===== config.mk =====
export PLATFORM = sky130hd
export DESIGN_NAME = playfair_encryptor_core
export DESIGN_NICKNAME = d
export VERILOG_FILES = /design/src/hw/rtl/pfe_pkg.sv /design/src/hw/rtl/playfair_encryptor_core.sv /design/src/hw/rtl/pfe_ctrl.sv /design/src/hw/rtl/pfe_datapath.sv
export SDC_FILE = /design/constraint.sdc
export NUM_CORES = 1
export LEC_CHECK = 0
export BUFFER_PORTS_ARGS = -buffer_cell sky130_fd_sc_hd__clkbuf_2
export CAP_MARGIN = 20
export CORE_MARGIN = 10
export CORE_UTILIZATION = 45
export CTS_CLUSTER_SIZE = 8
export DETAILED_ROUTE_END_ITERATION = 8
export GPL_ROUTABILITY_DRIVEN = 0
export PLACE_DENSITY_LB_ADDON = 0.08
export SKIP_CTS_REPAIR_TIMING = 1
export SYNTH_ARGS = -nofsm -noshare
export SYNTH_HDL_FRONTEND = slang
export SYNTH_HIERARCHICAL = 1
export SYNTH_SLANG_ARGS = --single-unit
export TNS_END_PERCENT = 20

===== constraint.sdc =====
create_clock -name clk -period 8.1 [get_ports clk]
set_clock_uncertainty 0.2 [all_clocks]
set_input_delay 0.81 -clock clk [delete_from_list [all_inputs] [get_ports clk]]
set_output_delay 0.81 -clock clk [all_outputs]
set_load 0.005 [all_outputs]

===== src/hw/rtl/pfe_pkg.sv =====
// Shared types, codes and helper functions for the Playfair encryptor.
package pfe_pkg;

	localparam int unsigned LETTERS = 26;
	localparam int unsigned CELLS   = 25;

	localparam logic [1:0] MODE_KEY    = 2'd0;
	localparam logic [1:0] MODE_FINISH = 2'd1;
	localparam logic [1:0] MODE_PLAIN  = 2'd2;
	localparam logic [1:0] MODE_END    = 2'd3;

	localparam logic [4:0] CODE_I    = 5'd8;
	localparam logic [4:0] CODE_J    = 5'd9;
	localparam logic [4:0] CODE_X    = 5'd23;
	localparam logic [4:0] CODE_Z    = 5'd25;
	localparam logic [4:0] CODE_LAST = 5'd25;
	localparam logic [4:0] CELL_FULL = 5'd25;
	localparam logic [2:0] SIDE_LAST = 3'd4;

	typedef enum logic [2:0] {
		ST_IDLE,
		ST_FILL,
		ST_LOOKUP,
		ST_EMIT_A,
		ST_EMIT_B
	} state_t;

	typedef enum logic {
		PH_KEYING,
		PH_ENCRYPTING
	} phase_t;

	typedef struct packed {
		logic take;
		logic fill_step;
		logic sq_rd;
		logic sel_b;
	} cmd_t;

	typedef struct packed {
		logic start_fill;
		logic makes_pair;
		logic fill_last;
	} stat_t;

	function automatic logic [4:0] fold(input logic [4:0] c);
		return (c == CODE_J) ? CODE_I : c;
	endfunction

	function automatic logic [4:0] pad_for(input logic [4:0] c);
		return (c == CODE_X) ? CODE_Z : CODE_X;
	endfunction

	function automatic logic [2:0] row_of(input logic [4:0] idx);
		logic [8:0] prod;
		prod = 9'(idx) * 9'd13;
		return prod[8:6];
	endfunction

	function automatic logic [2:0] col_of(input logic [4:0] idx);
		logic [2:0] r;
		logic [4:0] diff;
		r = row_of(idx);
		diff = idx - (5'({r, 2'b00}) + 5'(r));
		return diff[2:0];
	endfunction

	function automatic logic [4:0] cell_of(input logic [2:0] r, input logic [2:0] c);
		return 5'({r, 2'b00}) + 5'(r) + 5'(c);
	endfunction

	function automatic logic [2:0] wrap_inc(input logic [2:0] v);
		return (v == SIDE_LAST) ? 3'd0 : v + 3'd1;
	endfunction

endpackage


===== src/hw/rtl/playfair_encryptor_core.sv =====
// Top level of the Playfair encryptor: controller, datapath and stream ports.
//
//   Channel | Direction | Handshake               | Payload
//   s_axis  | in        | s_axis_tvalid/tready    | tuser: mode, tdata: letter
//   m_axis  | out       | m_axis_tvalid/tready    | tdata: cipher letter, tlast: second of pair
//
// A key letter, a held plaintext letter or an ignored item is accepted and the controller stays idle.
// A finish-key item is accepted and then starts a sweep of one alphabet letter per cycle.
// An item that closes a pair passes through the accept, which reads both positions, the square
// read and two output items, each of which a stalled output holds.
// Reset clears the presence map, the fill count, the held letter and returns to keying.
// A stalled output holds its item; no new input item is taken until both are delivered.
module playfair_encryptor_core (
	input  logic       clk,
	input  logic       arst_n,
	input  logic       s_axis_tvalid,
	output logic       s_axis_tready,
	input  logic [7:0] s_axis_tdata,  // [4:0] letter, [7:5] zero
	input  logic [1:0] s_axis_tuser,  // [1:0] mode
	output logic       m_axis_tvalid,
	input  logic       m_axis_tready,
	output logic [7:0] m_axis_tdata,  // [4:0] cipher_letter, [7:5] zero
	output logic       m_axis_tlast
);

	pfe_pkg::cmd_t  cmd;
	pfe_pkg::stat_t stat;
	logic [4:0]     cipher_letter;

	pfe_ctrl u_ctrl (
		.clk       (clk),
		.arst_n    (arst_n),
		.in_valid  (s_axis_tvalid),
		.in_ready  (s_axis_tready),
		.out_valid (m_axis_tvalid),
		.out_ready (m_axis_tready),
		.stat      (stat),
		.cmd       (cmd)
	);

	pfe_datapath u_dp (
		.clk           (clk),
		.arst_n        (arst_n),
		.mode          (s_axis_tuser),
		.letter        (s_axis_tdata[4:0]),
		.cmd           (cmd),
		.stat          (stat),
		.cipher_letter (cipher_letter)
	);

	assign m_axis_tdata = {3'b000, cipher_letter};
	assign m_axis_tlast = cmd.sel_b;

	a_one_side: assert property (@(posedge clk) disable iff (!arst_n)
		!(s_axis_tready && m_axis_tvalid))
		else $error("input taken while an output item is pending");

	a_pair_order: assert property (@(posedge clk) disable iff (!arst_n)
		(m_axis_tvalid && m_axis_tready && !m_axis_tlast) |=> (m_axis_tvalid && m_axis_tlast))
		else $error("first letter of a pair not followed by the second");

	a_pair_end: assert property (@(posedge clk) disable iff (!arst_n)
		(m_axis_tvalid && m_axis_tready && m_axis_tlast) |=> !m_axis_tvalid)
		else $error("output item after the end of a pair");

	a_fill_quiet: assert property (@(posedge clk) disable iff (!arst_n)
		cmd.fill_step |-> (!s_axis_tready && !m_axis_tvalid))
		else $error("ports active during the key fill sweep");

endmodule


===== src/hw/rtl/pfe_ctrl.sv =====
// Controller state machine that sequences key fill, lookups and output items.
module pfe_ctrl (
	input  logic          clk,
	input  logic          arst_n,
	input  logic          in_valid,
	output logic          in_ready,
	output logic          out_valid,
	input  logic          out_ready,
	input  pfe_pkg::stat_t stat,
	output pfe_pkg::cmd_t  cmd
);

	pfe_pkg::state_t state_q, state_d;

	always_ff @(posedge clk or negedge arst_n) begin
		if (!arst_n) begin
			state_q <= pfe_pkg::ST_IDLE;
		end else begin
			state_q <= state_d;
		end
	end

	always_comb begin
		state_d = state_q;
		case (state_q)
			pfe_pkg::ST_IDLE: begin
				if (in_valid) begin
					if (stat.start_fill) begin
						state_d = pfe_pkg::ST_FILL;
					end else if (stat.makes_pair) begin
						state_d = pfe_pkg::ST_LOOKUP;
					end
				end
			end
			pfe_pkg::ST_FILL: begin
				if (stat.fill_last) begin
					state_d = pfe_pkg::ST_IDLE;
				end
			end
			pfe_pkg::ST_LOOKUP: begin
				state_d = pfe_pkg::ST_EMIT_A;
			end
			pfe_pkg::ST_EMIT_A: begin
				if (out_ready) begin
					state_d = pfe_pkg::ST_EMIT_B;
				end
			end
			pfe_pkg::ST_EMIT_B: begin
				if (out_ready) begin
					state_d = pfe_pkg::ST_IDLE;
				end
			end
			default: begin
				state_d = pfe_pkg::ST_IDLE;
			end
		endcase
	end

	always_comb begin
		in_ready  = 1'b0;
		out_valid = 1'b0;
		cmd       = '0;
		case (state_q)
			pfe_pkg::ST_IDLE: begin
				in_ready = 1'b1;
				cmd.take = in_valid;
			end
			pfe_pkg::ST_FILL: begin
				cmd.fill_step = 1'b1;
			end
			pfe_pkg::ST_LOOKUP: begin
				cmd.sq_rd = 1'b1;
			end
			pfe_pkg::ST_EMIT_A: begin
				out_valid = 1'b1;
			end
			pfe_pkg::ST_EMIT_B: begin
				out_valid = 1'b1;
				cmd.sel_b = 1'b1;
			end
			default: begin
				in_ready = 1'b0;
			end
		endcase
	end

endmodule


===== src/hw/rtl/pfe_datapath.sv =====
// Datapath with the square, the letter position map and the pairing logic.
module pfe_datapath (
	input  logic           clk,
	input  logic           arst_n,
	input  logic [1:0]     mode,
	input  logic [4:0]     letter,
	input  pfe_pkg::cmd_t  cmd,
	output pfe_pkg::stat_t stat,
	output logic [4:0]     cipher_letter
);

	logic [4:0] sq_mem  [pfe_pkg::CELLS];
	logic [4:0] pos_mem [pfe_pkg::LETTERS];

	logic [pfe_pkg::LETTERS-1:0] present_q, present_eff;
	logic [4:0]                  fill_q, fill_eff;
	pfe_pkg::phase_t             phase_q;
	logic [4:0]                  pend_q;
	logic                        pend_vld_q;
	logic [4:0]                  sweep_q;
	logic [4:0]                  pos_a_q, pos_b_q;
	logic [4:0]                  sq_a_q, sq_b_q;

	logic       letter_ok, key_item, new_key, place_try, place_ok;
	logic       plain_item, end_item, pair_now, hold_first, same_letter;
	logic [4:0] c_fold, place_c, pair_b;
	logic [2:0] r1, c1, r2, c2;
	logic [4:0] oa, ob;

	assign letter_ok   = letter <= pfe_pkg::CODE_LAST;
	assign c_fold      = pfe_pkg::fold(letter);
	assign key_item    = cmd.take && (mode == pfe_pkg::MODE_KEY) && letter_ok;
	assign new_key     = key_item && (phase_q == pfe_pkg::PH_ENCRYPTING);
	assign present_eff = new_key ? '0 : present_q;
	assign fill_eff    = new_key ? 5'd0 : fill_q;
	assign place_c     = cmd.fill_step ? sweep_q : c_fold;
	assign place_try   = key_item || (cmd.fill_step && (sweep_q != pfe_pkg::CODE_J));
	assign place_ok    = place_try && !present_eff[place_c] && (fill_eff < pfe_pkg::CELL_FULL);

	assign plain_item  = (phase_q == pfe_pkg::PH_ENCRYPTING) && (mode == pfe_pkg::MODE_PLAIN)
		&& letter_ok;
	assign end_item    = (phase_q == pfe_pkg::PH_ENCRYPTING) && (mode == pfe_pkg::MODE_END);
	assign same_letter = c_fold == pend_q;
	assign hold_first  = plain_item && !pend_vld_q;
	assign pair_now    = pend_vld_q && (plain_item || end_item);
	assign pair_b      = (end_item || same_letter) ? pfe_pkg::pad_for(pend_q) : c_fold;

	assign stat.start_fill = (mode == pfe_pkg::MODE_FINISH) && (phase_q == pfe_pkg::PH_KEYING);
	assign stat.makes_pair = pair_now;
	assign stat.fill_last  = sweep_q == pfe_pkg::CODE_LAST;

	always_ff @(posedge clk or negedge arst_n) begin
		if (!arst_n) begin
			present_q  <= '0;
			fill_q     <= '0;
			phase_q    <= pfe_pkg::PH_KEYING;
			pend_q     <= '0;
			pend_vld_q <= 1'b0;
			sweep_q    <= '0;
		end else begin
			if (key_item || cmd.fill_step) begin
				present_q <= present_eff
					| (place_ok ? (pfe_pkg::LETTERS'(1) << place_c) : '0);
				fill_q    <= fill_eff + 5'(place_ok);
			end
			if (new_key) begin
				phase_q    <= pfe_pkg::PH_KEYING;
				pend_vld_q <= 1'b0;
			end
			if (cmd.take && stat.start_fill) begin
				sweep_q <= '0;
			end else if (cmd.fill_step) begin
				sweep_q <= sweep_q + 5'd1;
				if (stat.fill_last) begin
					phase_q <= pfe_pkg::PH_ENCRYPTING;
				end
			end
			if (cmd.take && hold_first) begin
				pend_q     <= c_fold;
				pend_vld_q <= 1'b1;
			end else if (cmd.take && pair_now && (end_item || !same_letter)) begin
				pend_vld_q <= 1'b0;
			end
		end
	end

	always_ff @(posedge clk) begin
		if (place_ok) begin
			sq_mem[fill_eff] <= place_c;
			pos_mem[place_c] <= fill_eff;
		end
		if (cmd.take && pair_now) begin
			pos_a_q <= pos_mem[pend_q];
			pos_b_q <= pos_mem[pair_b];
		end
	end

	always_comb begin
		r1 = pfe_pkg::row_of(pos_a_q);
		c1 = pfe_pkg::col_of(pos_a_q);
		r2 = pfe_pkg::row_of(pos_b_q);
		c2 = pfe_pkg::col_of(pos_b_q);
		if (r1 == r2) begin
			oa = pfe_pkg::cell_of(r1, pfe_pkg::wrap_inc(c1));
			ob = pfe_pkg::cell_of(r2, pfe_pkg::wrap_inc(c2));
		end else if (c1 == c2) begin
			oa = pfe_pkg::cell_of(pfe_pkg::wrap_inc(r1), c1);
			ob = pfe_pkg::cell_of(pfe_pkg::wrap_inc(r2), c2);
		end else begin
			oa = pfe_pkg::cell_of(r1, c2);
			ob = pfe_pkg::cell_of(r2, c1);
		end
	end

	always_ff @(posedge clk) begin
		if (cmd.sq_rd) begin
			sq_a_q <= sq_mem[oa];
			sq_b_q <= sq_mem[ob];
		end
	end

	assign cipher_letter = cmd.sel_b ? sq_b_q : sq_a_q;

endmodule

==> qor.csv <==
metric,value,unit
rr_worst_depth,20,
ir_drop,0.188,mV
yosysMostFrequentCell,edfxtp_1,
cts_htree_levels,2,
ioPinCount,25,
power.leakage,7.61,nW
die_w,219,um
wirelength,47700,um
avgRoutedWirePerCell,23.4,um
path_cells,ha_1 -> fa_1 -> ha_1 -> a41oi_1 -> a22o_1 -> xor2_2 -> inv_1 -> fa_1 -> xor3_1 -> xnor2_1 -> nand3_1 -> buf_4 -> mux2i_1 -> o31ai_4 -> nand2_2 -> buf_4 -> mux2i_1 -> a32oi_1 -> a311oi_1 -> nor3_1,
clock_sinks,321,
setup.worst_path.start_class,register,
max-cap-violations,0,
synth_common_cells,"edfxtp_1 (275), nand2_1 (212), mux2i_1 (120), nor2_1 (101), ha_1 (60)",
cts_buffers,46,
critPathMaxFanout,31,
die_area,48100,um2
overflow,0,
row_count,72,
final.setup.tns,0,ns
async_reset_ff_frac,0.143,
avgSynthCellArea,12.2,um2
crit_type,register to register,
critPathMaxStageDelay,0.64,ns
yosys_warnings,6,
synthFlopType,edfxtp_1,
cp-endpoint,u_dp/sq_b_q[3],
grt_first_pass_wirelength,73200,um
rsz0062_at_grt,no,
grt_max_degree,51,
min_period,7.07,ns
die_h,219,um
cts_tree,done,
status,"complete, no violations",
critPathCaptureType,register,
min_period_over_period,0.872,
ys_ff_latch,321,
final_antenna_net_count,0,
drive_above_1_share,0.148,
core,39000,um2
n_fill_cell,3428,
ys_types,85,
ys_seq_area_frac,0.526,
cts_buffer_depth,3,
drc,0,
cp.required,8.20,ns
cts.clk_slew.worst_paths,0.05,ns
track_usage,0.199,
finalHoldViolCount,0,
nNetsFinal,1573,
clk_latency,0.56,ns
power_density,353,nW/um2
io_buffer_count,18,
grt_pass1_vias,12100,
start_util,0.459,
area_delta_synth_final,11.6,%
crit-reg2reg-launch,u_dp/pos_b_q[2],
vias_per_cell,5.88,
finalSetupViolations,0,
finalMaxSlewViolations,0,
synth_top_cell_area_share,0.462,
postLayoutSetupSlackWorst,1.03,ns
relSlewSlack,0.297,
diodes,0,
setup.worst_path.start,u_dp/pos_b_q[2],
r2r_setup_slack,1.03,ns
tightest_slew,1.05,ns
arrival,7.16,ns
drtIter0Drc,908,
cp_slowest_cell,nand2_2,
synth_area_leader_cell,edfxtp_1,
num_vias,12000,
r2r-end,u_dp/sq_b_q[3],
syn_area,17900,um2
ys_top_cells_by_area,"edfxtp_1 (46%), mux2i_1 (6.7%), dfrtp_1 (6.4%), nand2_1 (4.4%), mux4_2 (4.4%)",
cts-root-buf,clkbuf_16,
hp-class,input port to asynchronous set/reset pin,
synth_cells,1463,
dp_slack,1.12,ns
clock.fmax,142,MHz
place.detailed.hpwl,32100,um
antenna_found_initial,0,
drt-pass1-iter-count,5,
synth-edff-count,275,
final cells by class:
type,instances,area (um2),area share
Timing Repair Buffer,54,392,0.0196
Tap cell,518,648,0.0325
Clock inverter,2,10.0,0.000501
Multi-Input combinational cell,1014,7970,0.399
Sequential cell,321,9410,0.471
Inverter,50,188,0.00940
Clock buffer,82,1350,0.0676
worst max-delay path, delay by kind of cell (launching register included):
kind,cells,cell delay [ns]
AOI/OAI and AO/OA,5,1.18
xor gates and xnor gates,3,0.99
adders and majority gates,4,1.50
buffers and inverters,3,1.02
DFF,1,0.46
muxes,2,0.58
and+or+nand+nor,3,0.84
power breakdown:
group          total (mW)  switching [mW]  internal, mW  leakage, nW
clock network        1.81           0.696          1.11        0.651
registers            2.37           0.153          2.21         3.06
logic                2.88            1.83          1.04         3.89
how the worst min path moves through the flow:
| stage | from | to | slack, ns |
|---|---|---|---|
| floorplan | u_dp/present_q[0] | u_dp/present_q[0] | 0.24 |
| global placement | u_dp/present_q[16] | u_dp/present_q[16] | 0.25 |
| detailed placement | u_dp/present_q[4] | u_dp/present_q[4] | 0.26 |
| CTS | arst_n | u_dp/pend_q[2] | 0.18 |
| global route | arst_n | u_dp/pend_q[2] | 0.21 |
| finish | arst_n | u_dp/pend_q[2] | 0.16 |
state kept, by name (all words and copies together), names as in the netlist:
signal,flops
u_dp/pend_q,5
u_dp/sq_a_q,5
u_dp/pend_vld_q,1
u_dp/pos_b_q,5
u_dp/phase_q,1
u_dp/sq_mem,125
u_dp/pos_mem,130
u_dp/sweep_q,5
u_dp/present_q,26
u_ctrl/state_q,3
u_dp/pos_a_q,5
u_dp/sq_b_q,5
u_dp/fill_q,5
logic make-up after synthesis:
kind of cell | count (synthesis) | share of synthesized area
AND/OR/NAND/NOR | 444 | 0.111
flip-flops | 321 | 0.526
AO/OA/AOI/OAI | 244 | 0.104
multiplexers | 207 | 0.144
buffers and inverters | 130 | 0.0323
adder cells (fa/ha/maj) | 72 | 0.0554
XOR/XNOR | 44 | 0.0271
other | 1 | 0.000210
placed cells by master, fill, tap and decap left out, drive strengths merged, types with 5 or more instances in the layout:
master	count
edfxtp	275
nand2	213
mux2i	121
nor2	101
clkbuf	100
ha	60
mux2	51
inv	50
dfrtp	46
nand3	42
a32oi	41
buf	36
mux4	35
a21o	34
a21oi	32
a211oi	27
xnor2	27
o21ai	25
nand4	19
o211ai	18
xor2	15
fa	12
and2	10
nor2b	10
o31ai	10
nand3b	9
nand2b	9
nor3	9
or3	8
a31o	6
a211o	6
a311oi	5
and3	5
a31oi	5
a221oi	5
layer usage:
layer	global-route usage	part of all wire	vias up
met5	0	0	-
met4	0.0839	0.033	0
met3	0.0309	0.050	98
met2	0.327	0.48	364
met1	0.259	0.43	5964
li1	-	-	5576
through the flow:
stage,power (mW),std cells,instance area [um2],hold WS [ns],util
floorplan,4.26,1465,17900,0.241,-
finish,7.05,2041,20000,0.161,0.512
CTS,7.06,2039,19900,0.182,0.511
global placement,5.20,1954,18600,0.251,0.476
detailed placement,5.23,1955,18600,0.259,0.476
global route,7.41,2041,20000,0.214,0.512
(Power assumes the default switching activity.)
